[config.mk]
export PLATFORM = sky130hd
export DESIGN_NAME = ntp_seconds_to_calendar_date_core
export DESIGN_NICKNAME = d
export VERILOG_FILES = /design/src/design/ntpcal_pkg.sv /design/src/design/ntp_seconds_to_calendar_date_core.sv
export SDC_FILE = /design/constraint.sdc
export NUM_CORES = 2
export LEC_CHECK = 0
export BUFFER_PORTS_ARGS = -buffer_cell sky130_fd_sc_hd__buf_2
export CAP_MARGIN = 20
export CORE_ASPECT_RATIO = 0.8
export CORE_MARGIN = 2
export CORE_UTILIZATION = 60
export CTS_BUF_LIST = sky130_fd_sc_hd__clkbuf_8
export CTS_CLUSTER_DIAMETER = 80
export DETAILED_ROUTE_END_ITERATION = 16
export PLACE_DENSITY = 0.79
export REMOVE_ABC_BUFFERS = 1
export SLEW_MARGIN = 20
export SYNTH_ARGS = -nofsm -noshare
export SYNTH_HDL_FRONTEND = slang
export SYNTH_SLANG_ARGS = --single-unit
[constraint.sdc]
create_clock -name clock -period 10.74 [get_ports clock]
set_input_delay 2.148 -clock clock [delete_from_list [all_inputs] [get_ports clock]]
set_output_delay 2.148 -clock clock [all_outputs]
set_load 0.005 [all_outputs]
[src/design/ntpcal_pkg.sv]
// Shared constants and the month table for the NTP seconds to calendar date core.
package ntpcal_pkg;

   // Field widths of one item on either side.
   localparam int unsigned SecondsW = 32;
   localparam int unsigned ZoneW    = 5;
   localparam int unsigned YearW    = 11;
   localparam int unsigned MonthW   = 4;
   localparam int unsigned DayW     = 5;
   localparam int unsigned HourW    = 5;
   localparam int unsigned MinuteW  = 6;
   localparam int unsigned SecondW  = 6;
   localparam int unsigned RspFieldsW = YearW + MonthW + DayW + HourW + MinuteW + SecondW;
   localparam int unsigned RspDataW   = ((RspFieldsW + 7) / 8) * 8;

   // Configuration port.
   localparam int unsigned CsrAddrW = 3;
   localparam int unsigned CsrDataW = 32;
   localparam logic        RegZoneOffset = 1'b0;   // register index taken from paddr[2]
   localparam logic [ZoneW-1:0] ZoneReset = 5'd2;

   // Calendar constants.
   localparam int unsigned SecPerMin  = 60;
   localparam int unsigned SecPerHour = 3600;
   localparam int unsigned SecPerDay  = 86400;
   localparam int unsigned BaseYear   = 1900;
   localparam int unsigned YearDays   = 365;
   localparam int unsigned QuadDays   = 1461;

   // Reciprocals for division by a constant.
   // t / 86400 = (t >> 7) / 675, floor reciprocal, may come out one low.
   localparam logic [24:0] RecipDay   = 25'd25451658;   // floor(2^34 / 675)
   localparam int unsigned RecipDayK  = 34;
   // d / 1461, ceiling reciprocal, exact for d below 2^16.
   localparam logic [16:0] RecipQuad  = 17'd91868;      // ceil(2^27 / 1461)
   localparam int unsigned RecipQuadK = 27;
   // tod / 3600 = (tod >> 4) / 225, exact for tod below 86400.
   localparam logic [12:0] RecipHour  = 13'd4661;       // ceil(2^20 / 225)
   localparam int unsigned RecipHourK = 20;
   // rem / 60 = (rem >> 2) / 15, exact for rem below 3600.
   localparam logic [10:0] RecipMin   = 11'd1093;       // ceil(2^14 / 15)
   localparam int unsigned RecipMinK  = 14;

   // Day of year on which a month starts, counted from 0.
   function automatic logic [8:0] month_start(input logic [3:0] m, input logic leap);
      logic [8:0] s;
      case (m)
         4'd0:    s = 9'd0;
         4'd1:    s = 9'd31;
         4'd2:    s = 9'd59;
         4'd3:    s = 9'd90;
         4'd4:    s = 9'd120;
         4'd5:    s = 9'd151;
         4'd6:    s = 9'd181;
         4'd7:    s = 9'd212;
         4'd8:    s = 9'd243;
         4'd9:    s = 9'd273;
         4'd10:   s = 9'd304;
         4'd11:   s = 9'd334;
         default: s = 9'd0;
      endcase
      if (leap && m >= 4'd2) begin
         s = s + 9'd1;
      end
      return s;
   endfunction

endpackage

[src/design/ntp_seconds_to_calendar_date_core.sv]
// Pipelined conversion of NTP era 0 seconds to local calendar date and time.
//
//  Channel   Direction  Handshake          Payload
//  req_      in         tvalid / tready    tdata: ntp_seconds
//  rsp_      out        tvalid / tready    tdata: year, month, day, hour, minute, second
//  csr_      in         APB write / read   zone_offset_hours at byte address 0
//
// Seven register stages; one item is taken each cycle unless all stages are full and rsp_tready is low.
// rsp_tvalid rises once the item has passed through the stage registers into the last one.
// The stages are split at the constant-reciprocal multiplications, at most one in series per stage.
// Reset (synchronous, active high) empties the pipeline and sets the offset to +2 hours.
// When rsp_tready is low, full stages hold and the pipeline still fills its empty stages.
module ntp_seconds_to_calendar_date_core
   import ntpcal_pkg::*;
(
   input  logic                clock,
   input  logic                reset,
   // Input items
   input  logic                req_tvalid,
   output logic                req_tready,
   input  logic [SecondsW-1:0] req_tdata,     // [31:0] ntp_seconds
   // Result items
   output logic                rsp_tvalid,
   input  logic                rsp_tready,
   output logic [RspDataW-1:0] rsp_tdata,     // [10:0] year, [14:11] month, [19:15] day,
                                              // [24:20] hour, [30:25] minute, [36:31] second
   // Configuration
   input  logic                csr_psel,
   input  logic                csr_penable,
   input  logic                csr_pwrite,
   input  logic [CsrAddrW-1:0] csr_paddr,
   input  logic [CsrDataW-1:0] csr_pwdata,
   output logic [CsrDataW-1:0] csr_prdata,
   output logic                csr_pready
);

   localparam int unsigned NStage = 7;

   // ---------------------------------------------------------------- configuration
   logic [ZoneW-1:0] zone_ff, zone_in;

   always_comb begin
      zone_in = zone_ff;
      if (csr_psel && csr_penable && csr_pwrite && csr_paddr[2] == RegZoneOffset) begin
         zone_in = csr_pwdata[ZoneW-1:0];
      end
   end

   always_ff @(posedge clock) begin
      if (reset) begin
         zone_ff <= ZoneReset;
      end else begin
         zone_ff <= zone_in;
      end
   end

   assign csr_pready = 1'b1;
   assign csr_prdata = (csr_paddr[2] == RegZoneOffset) ?
                       {{(CsrDataW-ZoneW){1'b0}}, zone_ff} : '0;

   // ---------------------------------------------------------------- stage control
   // A stage moves on when it is empty or the stage after it moves on.
   logic [NStage-1:0] vld_ff;
   logic [NStage-1:0] adv;

   always_comb begin
      adv[NStage-1] = !vld_ff[NStage-1] || rsp_tready;
      for (int i = NStage - 2; i >= 0; i--) begin
         adv[i] = !vld_ff[i] || adv[i+1];
      end
   end

   always_ff @(posedge clock) begin
      if (reset) begin
         vld_ff <= '0;
      end else begin
         if (adv[0]) begin
            vld_ff[0] <= req_tvalid;
         end
         for (int i = 1; i < NStage; i++) begin
            if (adv[i]) begin
               vld_ff[i] <= vld_ff[i-1];
            end
         end
      end
   end

   assign req_tready = adv[0];

   // ---------------------------------------------------------------- stage 1: offset and saturate
   logic signed [17:0] off_secs;
   logic signed [33:0] adj_sum;
   logic [31:0]        s1_t_in, s1_t_ff;

   always_comb begin
      off_secs = 18'($signed(zone_ff) * $signed(18'sd3600));
      adj_sum  = $signed({2'b00, req_tdata}) + 34'(off_secs);
      if (adj_sum[33]) begin
         s1_t_in = '0;
      end else if (adj_sum[32]) begin
         s1_t_in = '1;
      end else begin
         s1_t_in = adj_sum[31:0];
      end
   end

   always_ff @(posedge clock) begin
      if (adv[0]) s1_t_ff <= s1_t_in;
   end

   // ---------------------------------------------------------------- stage 2: day estimate
   logic [49:0] day_prod;
   logic [15:0] s2_q_in, s2_q_ff;
   logic [31:0] s2_t_ff;

   always_comb begin
      day_prod = 50'(s1_t_ff[31:7]) * 50'(RecipDay);
      s2_q_in  = day_prod[RecipDayK +: 16];
   end

   always_ff @(posedge clock) begin
      if (adv[1]) begin
         s2_q_ff <= s2_q_in;
         s2_t_ff <= s1_t_ff;
      end
   end

   // ---------------------------------------------------------------- stage 3: correct day, time of day
   logic [32:0] day_back;
   logic [32:0] s3_diff;
   logic [17:0] s3_rem;
   logic [15:0] s3_days_in, s3_days_ff;
   logic [16:0] s3_tod_in, s3_tod_ff;

   always_comb begin
      day_back = 33'(s2_q_ff) * 33'(SecPerDay);
      s3_diff  = {1'b0, s2_t_ff} - day_back;
      s3_rem   = s3_diff[17:0];
      if (s3_rem >= 18'(SecPerDay)) begin
         s3_days_in = s2_q_ff + 16'd1;
         s3_tod_in  = 17'(s3_rem - 18'(SecPerDay));
      end else begin
         s3_days_in = s2_q_ff;
         s3_tod_in  = s3_rem[16:0];
      end
   end

   always_ff @(posedge clock) begin
      if (adv[2]) begin
         s3_days_ff <= s3_days_in;
         s3_tod_ff  <= s3_tod_in;
      end
   end

   // ---------------------------------------------------------------- stage 4: leap cycle and hour
   // From 1901 on, every fourth year is a leap year up to 2036, so whole
   // cycles of 1461 days follow the non-leap year 1900.
   logic        s4_early_in, s4_early_ff;
   logic [15:0] s4_dp_in, s4_dp_ff;
   logic [32:0] quad_prod;
   logic [5:0]  s4_cyc_in, s4_cyc_ff;
   logic [25:0] hour_prod;
   logic [4:0]  s4_hour_in, s4_hour_ff;
   logic [8:0]  s4_doy0_ff;
   logic [16:0] s4_tod_ff;

   always_comb begin
      s4_early_in = s3_days_ff < 16'(YearDays);
      s4_dp_in    = s4_early_in ? 16'd0 : s3_days_ff - 16'(YearDays);
      quad_prod   = 33'(s4_dp_in) * 33'(RecipQuad);
      s4_cyc_in   = quad_prod[RecipQuadK +: 6];
      hour_prod   = 26'(s3_tod_ff[16:4]) * 26'(RecipHour);
      s4_hour_in  = hour_prod[RecipHourK +: 5];
   end

   always_ff @(posedge clock) begin
      if (adv[3]) begin
         s4_early_ff <= s4_early_in;
         s4_dp_ff    <= s4_dp_in;
         s4_cyc_ff   <= s4_cyc_in;
         s4_hour_ff  <= s4_hour_in;
         s4_doy0_ff  <= s3_days_ff[8:0];
         s4_tod_ff   <= s3_tod_ff;
      end
   end

   // ---------------------------------------------------------------- stage 5: remainders
   logic [15:0] quad_back;
   logic [10:0] s5_r_in, s5_r_ff;
   logic [16:0] hour_back;
   logic [11:0] s5_hrem_in, s5_hrem_ff;
   logic        s5_early_ff;
   logic [8:0]  s5_doy0_ff;
   logic [5:0]  s5_cyc_ff;
   logic [4:0]  s5_hour_ff;

   always_comb begin
      quad_back  = 16'(s4_cyc_ff) * 16'(QuadDays);
      s5_r_in    = 11'(s4_dp_ff - quad_back);
      hour_back  = 17'(s4_hour_ff) * 17'(SecPerHour);
      s5_hrem_in = 12'(s4_tod_ff - hour_back);
   end

   always_ff @(posedge clock) begin
      if (adv[4]) begin
         s5_r_ff     <= s5_r_in;
         s5_hrem_ff  <= s5_hrem_in;
         s5_early_ff <= s4_early_ff;
         s5_doy0_ff  <= s4_doy0_ff;
         s5_cyc_ff   <= s4_cyc_ff;
         s5_hour_ff  <= s4_hour_ff;
      end
   end

   // ---------------------------------------------------------------- stage 6: year and minute
   logic [1:0]  yi;
   logic [10:0] year_in, year_ff;
   logic [8:0]  doy_in, doy_ff;
   logic        leap_in, leap_ff;
   logic [20:0] min_prod;
   logic [5:0]  minute_in, minute_ff;
   logic [11:0] s6_hrem_ff;
   logic [4:0]  s6_hour_ff;

   always_comb begin
      yi = 2'(32'(s5_r_ff >= 11'(YearDays)) + 32'(s5_r_ff >= 11'(2 * YearDays))
           + 32'(s5_r_ff >= 11'(3 * YearDays)));
      if (s5_early_ff) begin
         year_in = 11'(BaseYear);
         doy_in  = s5_doy0_ff;
         leap_in = 1'b0;
      end else begin
         year_in = 11'(BaseYear + 1) + {3'b000, s5_cyc_ff, 2'b00} + 11'(yi);
         doy_in  = 9'(s5_r_ff - 11'(yi) * 11'(YearDays));
         leap_in = (yi == 2'd3);
      end
      min_prod  = 21'(s5_hrem_ff[11:2]) * 21'(RecipMin);
      minute_in = min_prod[RecipMinK +: 6];
   end

   always_ff @(posedge clock) begin
      if (adv[5]) begin
         year_ff    <= year_in;
         doy_ff     <= doy_in;
         leap_ff    <= leap_in;
         minute_ff  <= minute_in;
         s6_hrem_ff <= s5_hrem_ff;
         s6_hour_ff <= s5_hour_ff;
      end
   end

   // ---------------------------------------------------------------- stage 7: month, day, second
   logic [3:0]  month_idx;
   logic [8:0]  mstart;
   logic [4:0]  day_in;
   logic [5:0]  second_in;
   logic [11:0] min_back;
   logic [10:0] o_year_ff;
   logic [3:0]  o_month_ff;
   logic [4:0]  o_day_ff;
   logic [4:0]  o_hour_ff;
   logic [5:0]  o_minute_ff;
   logic [5:0]  o_second_ff;

   always_comb begin
      month_idx = 4'd0;
      for (int k = 1; k < 12; k++) begin
         if (doy_ff >= month_start(4'(k), leap_ff)) begin
            month_idx = 4'(k);
         end
      end
      mstart    = month_start(month_idx, leap_ff);
      day_in    = 5'(doy_ff - mstart + 9'd1);
      min_back  = 12'(minute_ff) * 12'(SecPerMin);
      second_in = 6'(s6_hrem_ff - min_back);
   end

   always_ff @(posedge clock) begin
      if (adv[6]) begin
         o_year_ff   <= year_ff;
         o_month_ff  <= month_idx + 4'd1;
         o_day_ff    <= day_in;
         o_hour_ff   <= s6_hour_ff;
         o_minute_ff <= minute_ff;
         o_second_ff <= second_in;
      end
   end

   assign rsp_tvalid = vld_ff[NStage-1];
   assign rsp_tdata  = {{(RspDataW-RspFieldsW){1'b0}}, o_second_ff, o_minute_ff, o_hour_ff,
                        o_day_ff, o_month_ff, o_year_ff};

   // ---------------------------------------------------------------- assertions
   // The day estimate is never more than one day low.
   assert property (@(posedge clock) disable iff (reset)
      vld_ff[1] |-> s3_rem < 18'(2 * SecPerDay))
      else $error("day estimate out of correction range");

   // The remainder within a leap cycle stays below one cycle, and the remainder within an hour below one hour.
   assert property (@(posedge clock) disable iff (reset)
      vld_ff[3] |-> s5_r_in < 11'(QuadDays) && s5_hrem_in < 12'(SecPerHour))
      else $error("cycle or hour remainder out of range");

   // Every delivered result has each date and time field within its basic range.
   assert property (@(posedge clock) disable iff (reset)
      rsp_tvalid |-> o_month_ff >= 4'd1 && o_month_ff <= 4'd12 && o_day_ff >= 5'd1
                     && o_hour_ff < 5'd24 && o_minute_ff < 6'd60 && o_second_ff < 6'd60)
      else $error("result field out of range");

endmodule

# Yosys cells after proc, flatten, opt, wreduce, memory -nomap -nowiden
# Memories as Yosys holds them, arrays and structs flattened.
# Index checks and enable logic that the tools add are counted.
# Widths: inputs -> output; s select.
[totals]
mem_bits_ro = 144
inputBits = 74
ramBits = 0
n_memories = 1
regBits = 274
latchBits = 0
[classes]
bitwise = 1
muxes = 28
n_eq_ne = 1
n_mul = 10
reduce_logical = 18
addsub = 17
n_shift = 0
order_cmp = 17
n_div = 0
[memory_table]
columns = ["name", "words", "width", "read_ports", "rd_ports_with_merged_regs", "write_ports", "line_no", "text"]
rows = [
  ["(no name shown)", 16, 9, 1, 0, 0, "ntpcal_pkg.sv:47", "case (m)"],
]
[ops]
columns = ["cell", "n"]
rows = [
  ["$mul 25x24->49 const B", 1],
  ["$mux 4", 11],
  ["$ge 9x8->1", 4],
  ["$add 33x18->34", 1],
  ["$mux 16", 2],
  ["$mux 32", 1],
  ["$mul 16x15->31 const B", 1],
  ["$ge 9x9->1", 3],
  ["$mul 13x13->25 const B", 1],
  ["$mul 10x11->20 const B", 1],
  ["$ge 18x17->1 const B", 1],
  ["$ge 9x7->1", 2],
  ["$sub 18x18->18", 1],
  ["$mux 17", 1],
  ["$sub 17x17->17 const B", 1],
  ["$add 16x1->16 const B", 1],
  ["$lt 16x9->1 const B", 1],
  ["$mul 16x10->11 const B", 1],
  ["$sub 16x9->16 const B", 1],
  ["$mul 5x9->14 const B", 1],
  ["$sub 12x12->12", 1],
  ["$add 10x3->11", 1],
  ["$ge 11x10->1 const B", 1],
  ["$ge 11x11->1 const B", 1],
  ["other kinds (27)", 51],
]

# Longest topological paths before layout
[depth]
depth_word = 17
mapped_depth = 33

# Worst setup path after synthesis
# Ideal clock, no wire load.
[synth_timing]
kind = "register to register"
start = "register s3_days_ff[0]"
end = "register s4_cyc_ff[5], data pin"
stages_incl_launch_ff = 33
t_arrival_ps = 7317
path_slack_ps = 3150
setup_ps = 273
path_buffers = 1
required_ps = 10467
path_cell_list = "edfxtp_1 -> inv_1 -> ha_1 -> nor2_1 -> or2_1 -> a31o_2 -> and2_1 -> nand2b_1 -> nand2b_1 -> clkbuf_1 -> inv_1 -> or2_2 -> fa_1 -> inv_1 -> fa_1 -> inv_1 -> fa_1 -> inv_1 -> fa_1 -> fa_1 -> inv_1 -> fa_1 -> inv_1 -> ha_1 -> nand2_1 -> o21ai_0 -> a221o_1 -> o2111a_1 -> o31a_1 -> o221ai_1 -> nor2_1 -> a2111oi_0 -> xnor2_1"
[synth_via]
elab_chain_len = 3
[synth_rtl]
columns = ["element", "line_no", "text"]
rows = [
  ["start, declared", "ntp_seconds_to_calendar_date_core.sv:132", "logic [15:0] s3_days_in, s3_days_ff;"],
  ["start signal, assigned", "ntp_seconds_to_calendar_date_core.sv:150", "s3_days_ff <= s3_days_in;"],
  ["$lt 16x9->1", "ntp_seconds_to_calendar_date_core.sv:168", "s4_early_in = s3_days_ff < 16'(YearDays);"],
  ["net s4_early_in", "ntp_seconds_to_calendar_date_core.sv:158", "logic s4_early_in, s4_early_ff;"],
  ["$mux 16", "ntp_seconds_to_calendar_date_core.sv:169", "s4_dp_in = s4_early_in ? 16'd0 : s3_days_ff - 16'(YearDays);"],
  ["$mul 16x15->31", "ntp_seconds_to_calendar_date_core.sv:170", "quad_prod = 33'(s4_dp_in) * 33'(RecipQuad);"],
  ["net quad_prod[32]", "ntp_seconds_to_calendar_date_core.sv:160", "logic [32:0] quad_prod;"],
  ["end signal, assigned", "ntp_seconds_to_calendar_date_core.sv:180", "s4_cyc_ff <= s4_cyc_in;"],
  ["end, declared", "ntp_seconds_to_calendar_date_core.sv:161", "logic [5:0] s4_cyc_in, s4_cyc_ff;"],
]
# The timed path passes the listed nets, and every way through them passes these cells.
# A chain may end at the register's enable or synchronous reset.

# Worst setup path after layout
# Same ends and word-level chain as after synthesis.

==> qor.yml <==
placement:
  hpwl_um: 52450
  gp_congestion: 0.8841
  place_ws_ns: 2.258
  place.port_buffers: 88
  dp.cells: 3739
route:
  vias: 21010
  final_antenna_net_count: 0
  dr.pass1.iters: 5
  wirelength_um: 63400
  routedWlPerCell_um: 16.58
  drc: 0
  vias_per_cell: 5.494
  drtIter0Drc: 1129
clocking:
  ctsHoldBuffers: 0
  cts_root_buf: "clkbuf_8"
  cts_tree: "built"
  clock_sinks: 274
  cts_made_buffers: 45
  clockBufferDepth: 3
  path_clk_slew_ns: 0.06
  cts_max_level: 2
  cts_setup_buffers: 0
  clkLatencyLatePin_ns: 0.58
  cts_resized: 0
timing:
  max_freq_mhz: 116.9
  fin_crit_sh_pct: 79.64
  max_slew_margin_pct: 29.90
  final.setup.tns_ns: 0
  setup_ws_ns: 2.187
  finalMaxSlewViolations: 0
  hold_viol: 0
  timing.final.crit_period_ns: 8.553
  clock_skew_ns: 0.03663
  setup_viol: 0
  tightest_slew_ns: 1.041
  rsz0062_at_grt: "false"
global_routing:
  grt_max_degree: 45
  grt_pass1_vias: 22760
  antenna_found_initial: 2
  grt_pass1_wl_um: 107700
  grt_usage_pct: 23.65
  overflow: 0
critical_path:
  crit_family: "adder cells"
  crit_top_cell: "inv_1"
  cp_slowest_cell: "fa_1"
  cp_max_fo: 8
  worst_ep_arrival_time_ns: 8.87
  critPathCaptureType: "flip-flop"
  path_class: "flip-flop to flip-flop"
  required_ns: 11.05
  cpPeakStageDelay_ns: 0.55
  path_buf_inv: 8
  startpoint_type: "flip-flop"
floorplanning:
  chipWidth_um: 264.2
  dieHeight_um: 212.2
  initial_utilization_pct: 60.59
  core-area_sq_um: 53630
  io_pins: 149
  rows: 76
  die_area_sq_um: 56050
layout:
  final_nets: 4206
  layoutNonFillerInstCount: 3824
  drive_gt1_share_pct: 6.314
  final_util_pct: 64.46
  area_delta_synth_final_pct: 6.384
synth:
  ys_ff_latch: 274
  ys_seq_area_share_pct: 24.95
  async_flop_share_pct: 0
  syn_inst: 2963
  yosysWarnings: 0
  synth_top_cell_area_share_pct: 27.65
  synth_edf_count: 262
  synth.top_cells.by_count: "ha_1 (718), inv_1 (663), fa_1 (329), edfxtp_1 (262), xnor2_1 (110)"
  synth_area_sq_um: 32490
  ys_dominant_reg_cell: "edfxtp_1"
  synthTopCellsByArea: "ha_1 (28%), edfxtp_1 (24%), fa_1 (20%)"
  yosys.cell_types.count: 78
  synth.largest_area_cell: "ha_1"
  synth.most_common_cell: "ha_1"
  syn_area_per_cell_sq_um: 10.97
min_path:
  min_path_type: "flip-flop to flip-flop"
outcome:
  status: "completed"
flow_run:
  drv_cap: 0
[state kept, by name (all words and copies together), names as in the netlist, 6 cells and up]
register and flops:
s6_hrem_ff 6, o_second_ff 6, s4_cyc_ff 6, s5_doy0_ff 9, year_ff 11, o_minute_ff 6
vld_ff 7, s4_doy0_ff 9, s2_t_ff 18, s4_dp_ff 11, s2_q_ff 16, doy_ff 9
s5_cyc_ff 6, s4_tod_ff 12, s3_days_ff 16, minute_ff 6, s5_r_ff 11, s1_t_ff 32
s5_hrem_ff 12, o_year_ff 11, s3_tod_ff 17
[cells in the final DEF (no fill, tap or decap), types with 23 or more instances in the layout]
master,count
nor2_1,77
nor3_1,23
fa_1,329
buf_2,88
nand2b_1,24
nand3_1,27
xnor2_1,109
nor2b_1,23
xor2_1,64
a21oi_1,105
edfxtp_1,262
conb_1,31
a21o_1,45
clkbuf_8,45
o21ai_0,102
ha_1,718
nand2_1,86
inv_1,679
[stage by stage]
step                hold slack, ns  area [sq um]
global route                0.4072         34570
CTS                         0.3927         34550
floorplan                   0.4003         32230
finish                      0.3982         34570
global placement            0.4025         33670
detailed placement          0.4045         33680
[cell type report]
type	instances	area (sq um)
Timing Repair Buffer	104	568.0
Fill cell	4104	19060
Multi-Input combinational cell	1997	21650
Antenna cell	2	5.005
Tap cell	702	878.3
Clock buffer	45	619.3
Inverter	663	2489
Clock inverter	37	254.0
Sequential cell	274	8108
[final timing paths]
| check | start | end | slack [ns] | depth (start not counted) |
|---|---|---|---|---|
| worst min-delay path | s1_t_ff[6]$_SDFFCE_PP0P_ | s2_t_ff[6]$_DFFE_PP_ | 0.40 | 0 |
| worst max register to register | s3_days_ff[0]$_DFFE_PP_ | s4_cyc_ff[5]$_DFFE_PP_ | 2.19 | 32 |
| worst max-delay path | s3_days_ff[0]$_DFFE_PP_ | s4_cyc_ff[5]$_DFFE_PP_ | 2.19 | 32 |
| worst min register to register | s1_t_ff[6]$_SDFFCE_PP0P_ | s2_t_ff[6]$_DFFE_PP_ | 0.40 | 0 |
[per-layer routing]
layer	wire (um)	vias up	global-route usage [%]
met3	3387	130	4.007
met1	27860	10240	31.00
met2	30330	540	40.55
met4	1826	0	6.955
met5	0	-	0
li1	-	10100	-
[worst register-to-register path, delay by kind of cell (launching register included)]
kind,cells,cell delay [ns]
XOR/XNOR,1,0.14
AND/OR/NAND/NOR,7,1.34
flip-flops,1,0.44
adder cells (fa/ha/maj),8,3.41
AO/OA/AOI/OAI,8,2.15
buffers and inverters,8,0.81
[cell families after synthesis]
kind of cell	share of synthesized area [%]
other	0.02311
XOR/XNOR	4.740
AND/OR/NAND/NOR	5.217
multiplexers	0.3311
AO/OA/AOI/OAI	8.013
flip-flops	24.95
buffers and inverters	8.810
adder cells (fa/ha/maj)	47.92
Power is left out: the tool's default activity adds up to more than one toggle a clock period on the data nets, which glitch-free logic cannot reach.
